==> src/rtl/core/mavg_pkg.sv <==
// Shared types and constants for the two-channel moving average unit.
package mavg_pkg;

   // Fixed field widths
   localparam int SAMPLE_W = 32;
   localparam int CNT_W    = 5;
   localparam int TOTAL_W  = SAMPLE_W + CNT_W;
   localparam int RSP_W    = 40;
   localparam int DIV_CNT_W = $clog2(TOTAL_W);

   // Defaults for the top-level parameters
   localparam int MAX_WINDOW_DEF = 16;
   localparam int CHANNELS_DEF   = 2;
   localparam int WINDOW_RESET   = 5;

   // Controller states
   typedef enum logic [2:0] {
      ST_IDLE,
      ST_READ,
      ST_UPDATE,
      ST_START,
      ST_DIVIDE,
      ST_DONE
   } state_type;

   // Commands from controller to datapath
   typedef struct packed {
      logic capture;
      logic update;
      logic div_start;
      logic div_step;
      logic load_out;
   } cmd_type;

   // Status from datapath to controller
   typedef struct packed {
      logic div_last;
      logic out_free;
   } status_type;

endpackage

==> src/rtl/core/mavg_div.sv <==
// Bit-serial signed divider: running total by sample count, truncating toward zero.
module mavg_div
   import mavg_pkg::*;
(
   input  logic                       clock,
   input  logic                       start,
   input  logic                       step,
   input  logic signed [TOTAL_W-1:0]  dividend,
   input  logic [CNT_W-1:0]           divisor,
   output logic signed [SAMPLE_W-1:0] quotient,
   output logic                       last
);

   logic [CNT_W-1:0]     rem_ff, rem_in;
   logic [TOTAL_W-1:0]   quo_ff, quo_in;
   logic [CNT_W-1:0]     dvs_ff, dvs_in;
   logic                 neg_ff, neg_in;
   logic [DIV_CNT_W-1:0] cnt_ff, cnt_in;
   logic [CNT_W:0]       trial;
   logic [SAMPLE_W-1:0]  mag;

   // One quotient bit per step, magnitude first, sign applied at the end
   always_comb begin
      rem_in = rem_ff;
      quo_in = quo_ff;
      dvs_in = dvs_ff;
      neg_in = neg_ff;
      cnt_in = cnt_ff;
      trial  = {rem_ff, quo_ff[TOTAL_W-1]};
      if (start) begin
         rem_in = '0;
         quo_in = dividend[TOTAL_W-1] ? TOTAL_W'(-dividend) : TOTAL_W'(dividend);
         dvs_in = divisor;
         neg_in = dividend[TOTAL_W-1];
         cnt_in = '0;
      end else if (step) begin
         if (trial >= {1'b0, dvs_ff}) begin
            rem_in = CNT_W'(trial - {1'b0, dvs_ff});
            quo_in = {quo_ff[TOTAL_W-2:0], 1'b1};
         end else begin
            rem_in = trial[CNT_W-1:0];
            quo_in = {quo_ff[TOTAL_W-2:0], 1'b0};
         end
         cnt_in = cnt_ff + 1'b1;
      end
   end

   always_ff @(posedge clock) begin
      rem_ff <= rem_in;
      quo_ff <= quo_in;
      dvs_ff <= dvs_in;
      neg_ff <= neg_in;
      cnt_ff <= cnt_in;
   end

   assign last     = (cnt_ff == DIV_CNT_W'(TOTAL_W - 1));
   assign mag      = quo_ff[SAMPLE_W-1:0];
   assign quotient = neg_ff ? $signed(-mag) : $signed(mag);

endmodule

==> src/rtl/core/mavg_datapath.sv <==
// Datapath: sample store, per-channel totals and positions, divider, result register.
module mavg_datapath
   import mavg_pkg::*;
#(
   parameter int MAX_WINDOW = MAX_WINDOW_DEF,
   parameter int CHANNELS   = CHANNELS_DEF
)(
   input  logic                 clock,
   input  logic                 reset,
   input  cmd_type              cmd,
   output status_type           status,
   input  logic                 req_channel,
   input  logic [SAMPLE_W-1:0]  req_sample,
   input  logic                 csr_write,
   input  logic [CNT_W-1:0]     csr_window,
   input  logic                 rsp_tready,
   output logic                 rsp_tvalid,
   output logic [SAMPLE_W-1:0]  rsp_average,
   output logic [CNT_W-1:0]     rsp_used
);

   localparam int POS_W  = (MAX_WINDOW > 1) ? $clog2(MAX_WINDOW) : 1;
   localparam int CH_W   = (CHANNELS > 1) ? $clog2(CHANNELS) : 1;
   localparam int CMP_W  = (POS_W + 1 > CNT_W) ? POS_W + 1 : CNT_W;
   localparam int ADDR_W = CH_W + POS_W;
   localparam int WIN_RST = (WINDOW_RESET > MAX_WINDOW) ? MAX_WINDOW : WINDOW_RESET;

   // Sample store, no reset: entries are read only after being written
   logic signed [SAMPLE_W-1:0] store_ff [2**ADDR_W];
   logic signed [SAMPLE_W-1:0] rd_data_ff;

   // Per-channel state
   logic [POS_W-1:0]          pos_ff   [CHANNELS];
   logic                      full_ff  [CHANNELS];
   logic signed [TOTAL_W-1:0] total_ff [CHANNELS];
   logic [CNT_W-1:0]          window_ff, window_in;

   // Captured request and per-item values
   logic [CH_W-1:0]            ch_ff, ch_in;
   logic signed [SAMPLE_W-1:0] smp_ff;
   logic [CNT_W-1:0]           count_ff, count_in;

   // Result register
   logic                       rsp_valid_ff;
   logic [SAMPLE_W-1:0]        avg_ff;
   logic [CNT_W-1:0]           used_ff;

   logic [CMP_W-1:0]           pos_ext, win_ext, pos_next_ext, wr_ext;
   logic [POS_W-1:0]           pos_eff, pos_new;
   logic                       wrap, full_new;
   logic [ADDR_W-1:0]          addr;
   logic signed [TOTAL_W-1:0]  old_ext, total_new;
   logic signed [SAMPLE_W-1:0] quotient;
   logic                       div_last;

   assign ch_in = (CHANNELS == 1) ? '0 : CH_W'(req_channel);

   // Position handling for the captured channel
   always_comb begin
      win_ext      = CMP_W'(window_ff);
      pos_ext      = CMP_W'(pos_ff[ch_ff]);
      pos_eff      = (pos_ext >= win_ext) ? '0 : pos_ff[ch_ff];
      pos_next_ext = CMP_W'(pos_eff) + 1'b1;
      wrap         = (pos_next_ext >= win_ext);
      pos_new      = wrap ? '0 : pos_next_ext[POS_W-1:0];
      full_new     = full_ff[ch_ff] | wrap;
      count_in     = full_new ? window_ff : pos_next_ext[CNT_W-1:0];
      addr         = {ch_ff, pos_eff};
      old_ext      = full_ff[ch_ff] ? TOTAL_W'(rd_data_ff) : '0;
      total_new    = total_ff[ch_ff] - old_ext + TOTAL_W'(smp_ff);
   end

   // Window register clamp
   always_comb begin
      wr_ext = CMP_W'(csr_window);
      if (wr_ext > CMP_W'(MAX_WINDOW))
         window_in = CNT_W'(MAX_WINDOW);
      else if (csr_window == '0)
         window_in = CNT_W'(1);
      else
         window_in = csr_window;
   end

   // Store: one write, one registered read
   always_ff @(posedge clock) begin
      if (cmd.update)
         store_ff[addr] <= smp_ff;
      rd_data_ff <= store_ff[addr];
   end

   // Request capture and count
   always_ff @(posedge clock) begin
      if (cmd.capture) begin
         ch_ff  <= ch_in;
         smp_ff <= req_sample;
      end
      if (cmd.update)
         count_ff <= count_in;
   end

   // Channel state, cleared by reset and by a window write
   always_ff @(posedge clock) begin
      if (reset) begin
         window_ff <= CNT_W'(WIN_RST);
         for (int c = 0; c < CHANNELS; c++) begin
            pos_ff[c]   <= '0;
            full_ff[c]  <= 1'b0;
            total_ff[c] <= '0;
         end
      end else if (csr_write) begin
         window_ff <= window_in;
         for (int c = 0; c < CHANNELS; c++) begin
            pos_ff[c]   <= '0;
            full_ff[c]  <= 1'b0;
            total_ff[c] <= '0;
         end
      end else if (cmd.update) begin
         pos_ff[ch_ff]   <= pos_new;
         full_ff[ch_ff]  <= full_new;
         total_ff[ch_ff] <= total_new;
      end
   end

   mavg_div u_div (
      .clock    (clock),
      .start    (cmd.div_start),
      .step     (cmd.div_step),
      .dividend (total_ff[ch_ff]),
      .divisor  (count_ff),
      .quotient (quotient),
      .last     (div_last)
   );

   // Result register
   always_ff @(posedge clock) begin
      if (reset)
         rsp_valid_ff <= 1'b0;
      else if (cmd.load_out)
         rsp_valid_ff <= 1'b1;
      else if (rsp_tready)
         rsp_valid_ff <= 1'b0;
   end

   always_ff @(posedge clock) begin
      if (cmd.load_out) begin
         avg_ff  <= quotient;
         used_ff <= count_ff;
      end
   end

   assign status.div_last = div_last;
   assign status.out_free = !rsp_valid_ff || rsp_tready;
   assign rsp_tvalid      = rsp_valid_ff;
   assign rsp_average     = avg_ff;
   assign rsp_used        = used_ff;

endmodule

==> src/rtl/core/mavg_ctrl.sv <==
// Controller: sequences capture, store update, division and result hand-off.
module mavg_ctrl
   import mavg_pkg::*;
(
   input  logic       clock,
   input  logic       reset,
   input  logic       req_tvalid,
   output logic       req_tready,
   input  status_type status,
   output cmd_type    cmd
);

   state_type state_ff, state_in;

   // Next state
   always_comb begin
      state_in = state_ff;
      unique case (state_ff)
         ST_IDLE:   if (req_tvalid) state_in = ST_READ;
         ST_READ:   state_in = ST_UPDATE;
         ST_UPDATE: state_in = ST_START;
         ST_START:  state_in = ST_DIVIDE;
         ST_DIVIDE: if (status.div_last) state_in = ST_DONE;
         ST_DONE:   if (status.out_free) state_in = ST_IDLE;
         default:   state_in = ST_IDLE;
      endcase
   end

   always_ff @(posedge clock) begin
      if (reset)
         state_ff <= ST_IDLE;
      else
         state_ff <= state_in;
   end

   // Outputs
   always_comb begin
      cmd        = '0;
      req_tready = 1'b0;
      unique case (state_ff)
         ST_IDLE: begin
            req_tready  = 1'b1;
            cmd.capture = req_tvalid;
         end
         ST_READ:   ;
         ST_UPDATE: cmd.update    = 1'b1;
         ST_START:  cmd.div_start = 1'b1;
         ST_DIVIDE: cmd.div_step  = 1'b1;
         ST_DONE:   cmd.load_out  = status.out_free;
         default:   ;
      endcase
   end

endmodule

==> src/rtl/core/two_channel_moving_average_unit.sv <==
// Top level of the two-channel moving average unit.
//
//   Channel  Direction  Payload
//   req_     in         tuser: channel; tdata: sample (Q16.16)
//   rsp_     out        tdata: average (Q16.16), samples_used
//   csr_     in         data: window_size (clamped to 1..MAX_WINDOW)
//
// An accepted request passes through a store read, the total update, divider
// load, 37 divider steps and the result load. The next request can be taken in
// the same cycle that its result becomes valid, while that result waits.
// Reset (synchronous, active high) sets the window to 5 and clears all
// positions, full marks and totals; a window write clears them likewise and is
// taken only while the unit is idle with no request offered.
// A stalled result holds the divider's result in DONE.
module two_channel_moving_average_unit
   import mavg_pkg::*;
#(
   parameter int MAX_WINDOW = MAX_WINDOW_DEF,
   parameter int CHANNELS   = CHANNELS_DEF
)(
   input  logic             clock,
   input  logic             reset,
   input  logic             req_tvalid,
   output logic             req_tready,
   input  logic [0:0]       req_tuser,  // [0] channel
   input  logic [31:0]      req_tdata,  // [31:0] sample
   output logic             rsp_tvalid,
   input  logic             rsp_tready,
   output logic [RSP_W-1:0] rsp_tdata,  // [31:0] average, [36:32] samples_used, rest zero
   input  logic             csr_valid,
   output logic             csr_ready,
   input  logic [CNT_W-1:0] csr_data    // [4:0] window_size
);

   cmd_type             cmd;
   status_type          status;
   logic [SAMPLE_W-1:0] average;
   logic [CNT_W-1:0]    used;

   // Window writes only while idle, never beside a request
   assign csr_ready = req_tready & ~req_tvalid;

   mavg_ctrl u_ctrl (
      .clock      (clock),
      .reset      (reset),
      .req_tvalid (req_tvalid),
      .req_tready (req_tready),
      .status     (status),
      .cmd        (cmd)
   );

   mavg_datapath #(
      .MAX_WINDOW (MAX_WINDOW),
      .CHANNELS   (CHANNELS)
   ) u_datapath (
      .clock       (clock),
      .reset       (reset),
      .cmd         (cmd),
      .status      (status),
      .req_channel (req_tuser[0]),
      .req_sample  (req_tdata),
      .csr_write   (csr_valid & csr_ready),
      .csr_window  (csr_data),
      .rsp_tready  (rsp_tready),
      .rsp_tvalid  (rsp_tvalid),
      .rsp_average (average),
      .rsp_used    (used)
   );

   // Pack the result
   assign rsp_tdata = {(RSP_W - SAMPLE_W - CNT_W)'(0), used, average};

endmodule

==> config.mk <==
export PLATFORM = sky130hd
export DESIGN_NAME = two_channel_moving_average_unit
export DESIGN_NICKNAME = d
export VERILOG_FILES = /design/src/rtl/core/mavg_pkg.sv /design/src/rtl/core/mavg_div.sv /design/src/rtl/core/mavg_datapath.sv /design/src/rtl/core/mavg_ctrl.sv /design/src/rtl/core/two_channel_moving_average_unit.sv
export SDC_FILE = /design/constraint.sdc
export NUM_CORES = 2
export LEC_CHECK = 0
export ABC_AREA = 1
export BUFFER_PORTS_ARGS = -buffer_cell sky130_fd_sc_hd__buf_4
export CORE_UTILIZATION = 60
export CTS_BUF_LIST = sky130_fd_sc_hd__clkbuf_4 sky130_fd_sc_hd__clkbuf_8
export CTS_CLUSTER_SIZE = 10
export DETAILED_ROUTE_END_ITERATION = 7
export GPL_TIMING_DRIVEN = 0
export PLACE_DENSITY = 0.76
export SYNTH_ARGS = -nofsm -noshare
export SYNTH_HDL_FRONTEND = slang
export SYNTH_SLANG_ARGS = --single-unit
==> constraint.sdc <==
create_clock -name clock -period 5.8 [get_ports clock]
set_input_delay 0.58 -clock clock [delete_from_list [all_inputs] [get_ports clock]]
set_output_delay 0.58 -clock clock [all_outputs]
set_load 0.01 [all_outputs]
# ---- Yosys cells after proc, flatten, opt, wreduce, memory -nomap -nowiden
# Memory sizes are Yosys's and may differ from the RTL's. A register that Yosys moved wholly into a read port is not among the register bits.
# Index checks and enable logic that the tools add are counted.
dict set report op_classes {
  n_reduce_logical 10
  order_cmp 4
  add_sub_neg 7
  bitwise_logic 10
  n_eq_ne 9
  mux 52
}
# op n
set op_table {}
lappend op_table {{$mux W37} 7}
lappend op_table {{$add A37 B32 Y37} 1}
lappend op_table {{$neg A37 Y37} 1}
lappend op_table {{$reduce_or A37 Y1} 1}
lappend op_table {{$sub A37 B37 Y37} 1}
lappend op_table {{$mux W32} 1}
lappend op_table {{$neg A32 Y32} 1}
lappend op_table {{$mux W1} 31}
lappend op_table {{$mux W4} 5}
lappend op_table {{$mux W5} 4}
lappend op_table {{$pmux W3 S6} 1}
lappend op_table {{$mux W3} 3}
lappend op_table {{$or A1 B1 Y1} 7}
lappend op_table {{$add A6 B1 Y6 const B} 1}
lappend op_table {{$eq A3 B2 Y1 const B} 2}
lappend op_table {{$eq A3 B3 Y1 const B} 2}
lappend op_table {{$eq A6 B6 Y1 const B} 1}
lappend op_table {{$ge A6 B5 Y1} 1}
lappend op_table {{$add A4 B1 Y5 const B} 1}
lappend op_table {{$ge A4 B5 Y1} 1}
lappend op_table {{$ge A5 B5 Y1} 1}
lappend op_table {{$gt A5 B5 Y1 const B} 1}
lappend op_table {{$logic_not A5 Y1} 1}
lappend op_table {{$sub A5 B5 Y5} 1}
lappend op_table {{12 further kinds} 15}
dict set report word_totals {
  out_inout_bits 43
  regBits 138
  mem_bits_rw 1108
  wordCells 109
  inputBits 43
  mem_count 4
}
# memory depth width rd rd_ports_with_merged_regs wr line
set mem_list {}
lappend mem_list {u_datapath.store_ff 32 32 1 1 1 mavg_datapath.sv:29} ;# logic signed [SAMPLE_W-1:0] store_ff [2**ADDR_W];
lappend mem_list {u_datapath.total_ff 2 37 1 1 2 mavg_datapath.sv:35} ;# logic signed [TOTAL_W-1:0] total_ff [CHANNELS];
lappend mem_list {u_datapath.pos_ff 2 4 1 1 2 mavg_datapath.sv:33} ;# logic [POS_W-1:0] pos_ff [CHANNELS];
lappend mem_list {u_datapath.full_ff 2 1 1 1 2 mavg_datapath.sv:34} ;# logic full_ff [CHANNELS];

# ---- Depth between registers and ports, before layout
dict set report logic_depth {
  ltp_word 9
  mapped_depth 26
  ltp_nobuf 22
}

# ---- By module
# From an unflattened synthesis, not the netlist that was laid out.
dict set report unflattened {
  hier_cells 5620
  hier_area_um2 57521.4
}
# mod cells_each instances seq_area_each_um2 area_each_um2
set by_module_without_submodules {}
lappend by_module_without_submodules {mavg_datapath 4915 1 36304.8 52768.1}
lappend by_module_without_submodules {mavg_div 661 1 1511.4 4486.8}
lappend by_module_without_submodules {mavg_ctrl 35 1 60.1 216.5}
lappend by_module_without_submodules {two_channel_moving_average_unit 9 1 0.0 50.0}

# ---- Worst setup path before layout
# Ideal clock, no wire load.
dict set report synth_timing {
  kind {register to register}
  startpoint {register with a tool-made name}
  endpoint {memory u_datapath.store_ff[19][0], enable pin}
  t_required_ns 5.379
  setup_ns 0.421
  stages_incl_launch_ff 17
  synth_period_minus_slack_ns 4.231
  path_slack_ns 1.569
  path_buffers 3
  arrival_time_ns 3.809
  path_cell_list {dfxtp_1 > buf_6 > inv_6 > or2_0 > o21ai_1 > inv_1 > ha_1 > inv_1 > nor2_1 > nand3_1 > nand3_1 > nor2_4 > buf_2 > buf_2 > ha_1 > nand2_1 > nor2_1}
}
# element line
set synth_rtl {}
lappend synth_rtl {{end, declared} mavg_datapath.sv:29}

==> out/results.ini <==
[place]
dp.final_hpwl_mm=116
dp_worst_setup_slack_ps=771
place.gp.congestion=0.946
numPortBuffers=81

[route]
dr_total_vias=42351
detail_route.iter0.violations=4866
first_pass_iters=7
ant_nets=0
drt-total-wl_mm=166
wl_per_cell_um=21.9
vias_per_cell=5.61
drc=0

[floorplanning]
fp.dieH_um=313
die_x_um=313
start_util=0.608
design.core.area_um2=95400
row_count=113
ios=86
dieArea_um2=98000

[timing]
fin_crit_ps=5190
maxSlewViolCount=0
layout_setup_ws_ps=615
fmax_mhz=193
relSlewSlack=0.000943
fin_setup_tns_ps=0
fin_skew_ps=47.4
rsz0062_at_grt=no
max_slew.worst_pin.slew_ps=1500
fin_crit_sh=0.894
setup_viol=0
hold_viol_final=0

[setup_path]
critPathTopFamily=simple AND/OR/NAND/NOR gates
worst_path_most_repeated_cell=nand2_1
cp-start-kind=register
end_kind=register
slowest_delay_ps=810
critPathKind=reg2reg
crit_chain=buf_6 > inv_6 > buf_6 > nand2_1 > nand2_2 > ha_1 > nand2_1 > nand2_1 > nand2_1 > nand4_2 > inv_2 > buf_6 > buf_4 > buf_4 > ha_1 > nand2_1 > nor2_4 > buf_16
worstPathRequired_ps=6360
path_buf_inv=8
cp_max_fo=17
crit_slowest_cell=nor2_4
cp.arrival_ps=5750

[synthesis]
yosysMostFrequentCell=nand2_1
synthFlopType=edfxtp_1
synth_top_cell_by_area=edfxtp_1
yosysTopAreaCellShare=0.634
ys_seq_area_frac=0.653
syn_area_um2=58000
synth.area.top_cells=edfxtp_1, nand2_1, inv_1
syn-mean-instance-area_um2=10.1
syn_inst=5756
async_flop_share=0
yosysUniqueCellTypes=52
synth-edff-count=1226
synth_seq_cells=1279
ys_warn_count=0
synth_commonest_cells=nand2_1, edfxtp_1, inv_1

[power_and_ir_drop]
ir_drop_uv=357
clkPwrFrac=0.210
power_frac_comb=0.448
internal_power_mw=19.8
p_seq_frac=0.342
p_per_area_nw_per_um2=527
leakagePower_nw=27.8
power_switching_mw=15.1
netSwitchingFraction=0.432

[layout]
multiInputGateArea_um2=16700
syn2layout_area_growth_pct=14.2
regArea_um2=37900
fin_util=0.694
fillers=6735
layout.nets=6280
drive_gt1_frac=0.113

[clock_tree]
clockBufferDepth=3
cts_made_buffers=197
tritoncts=built
htreeDepth=4
post_cts_buffers=0
clkTransAtPathRegs_ps=60
clkLatencyLatePin_ps=900
cts.sinks=1279
cts_root_buffer=clkbuf_8

[status]
violations=max-capacitance violations
status=finished, violations left

[grt]
antenna_found_initial=6
track_usage=0.337
grt_max_degree=43
grt_pass1_wl_mm=242
first_global_vias=41205
overflow=0

[hold_path]
hold_path_class=in2reg

[flow_run]
cap_violations=2

## metrics by stage
step | power, mW | cells | hold slack, ps | instance area, µm²
final | 34.9 | 7553 | 92.9 | 66300
after global routing | 36.7 | 7550 | 81.9 | 66300
after CTS | 34.4 | 7537 | 22.2 | 65900
after detailed placement | 27.2 | 7155 | 457 | 61800
after global placement | 26.6 | 7104 | 458 | 60200
after floorplan | 21.8 | 5758 | 421 | 58000
## power by group through the flow
stage	combinational, mW	clock (mW)	sequential [mW]
floorplan	9.85	0	11.9
global placement	14.2	0	12.4
detailed placement	14.9	0	12.2
CTS	15.1	7.31	12.1
global route	17.0	7.70	12.0
finish	15.6	7.32	11.9
## logic make-up after synthesis
family,after synthesis,share of synthesized area
XOR/XNOR,74,0.0112
adder cells (fa/ha/maj),96,0.0255
AO/OA/AOI/OAI,480,0.0481
other,1,0.0000646
buffers and inverters,881,0.0638
AND/OR/NAND/NOR,2945,0.199
flip-flops,1279,0.653
## cell usage in the layout (no fill, tap or decap), drive strengths merged, types with 37 or more instances in the layout
cell / synthesis / layout
inv: 645 / 649
ha: 59 / 59
fa: 37 / 37
buf: 170 / 314
clkinv: 1 / 66
clkbuf: 65 / 329
dfxtp: 53 / 53
dlygate4sd3: 0 / 40
nand2: 2268 / 2268
nor2: 421 / 421
o21ai: 295 / 295
a21oi: 62 / 62
edfxtp: 1226 / 1226
xor2: 51 / 51
nand3: 186 / 186
o211ai: 99 / 99
## worst paths after layout
kind	start	end	slack [ps]	depth (start not counted)
max reg2reg	register	u_datapath.store_ff[31][18]$_DFFE_PP_	610	18
min	csr_data[4]	u_datapath.win_ext[4]$_SDFFE_PP0P_	90	3
min reg2reg	u_datapath.count_ff[1]$_DFFE_PP_	u_datapath.rsp_used[1]$_DFFE_PP_	460	0
max	register	u_datapath.store_ff[31][18]$_DFFE_PP_	610	18
## worst min-delay path, stage by stage
cell	delay [ps]
buf_4	90
nor2_1	60
a211oi_1	180
## per-layer routing
metal / share of wire / up-vias / GRT usage
met3: 0.095 / 493 / 0.0672
met2: 0.49 / 2374 / 0.566
li1: - / 19580 / -
met4: 0.064 / 2 / 0.208
met5: 0.000072 / - / 0
met1: 0.36 / 19902 / 0.402
## flip-flops by register name, summed over array words and instances (netlist names), 2 cells and up, named ones only
register and flops:
u_datapath.total_ff 74, u_datapath.full_ff 2, u_datapath.pos_ff 8, u_datapath.u_div.rem_ff 5
u_datapath.u_div.dvs_ff 5, u_datapath.win_ext 5, u_datapath.rsp_used 5, u_datapath.u_div.cnt_ff 6
u_datapath.u_div.quo_ff 37, u_datapath.rd_data_ff 32, u_datapath.rsp_average 32, u_datapath.store_ff 1024
u_datapath.smp_ff 32, u_datapath.count_ff 5, u_ctrl.state_ff 3
## cell type report
class / instances / area share
antenna: 4 / 0.000151
sequential: 1279 / 0.572
timing repair buffer: 184 / 0.0396
clock buffer: 264 / 0.0491
inverter: 646 / 0.0367
clock inverter: 78 / 0.00746
tap: 1265 / 0.0239
multi-input combinational: 3598 / 0.252
buffer: 235 / 0.0192
## timing repair
item	in CTS	in global routing
hold buffers	40	0
endpoints found under the hold margin	42	0
resized for setup	0	0
(Power assumes the default switching activity.)
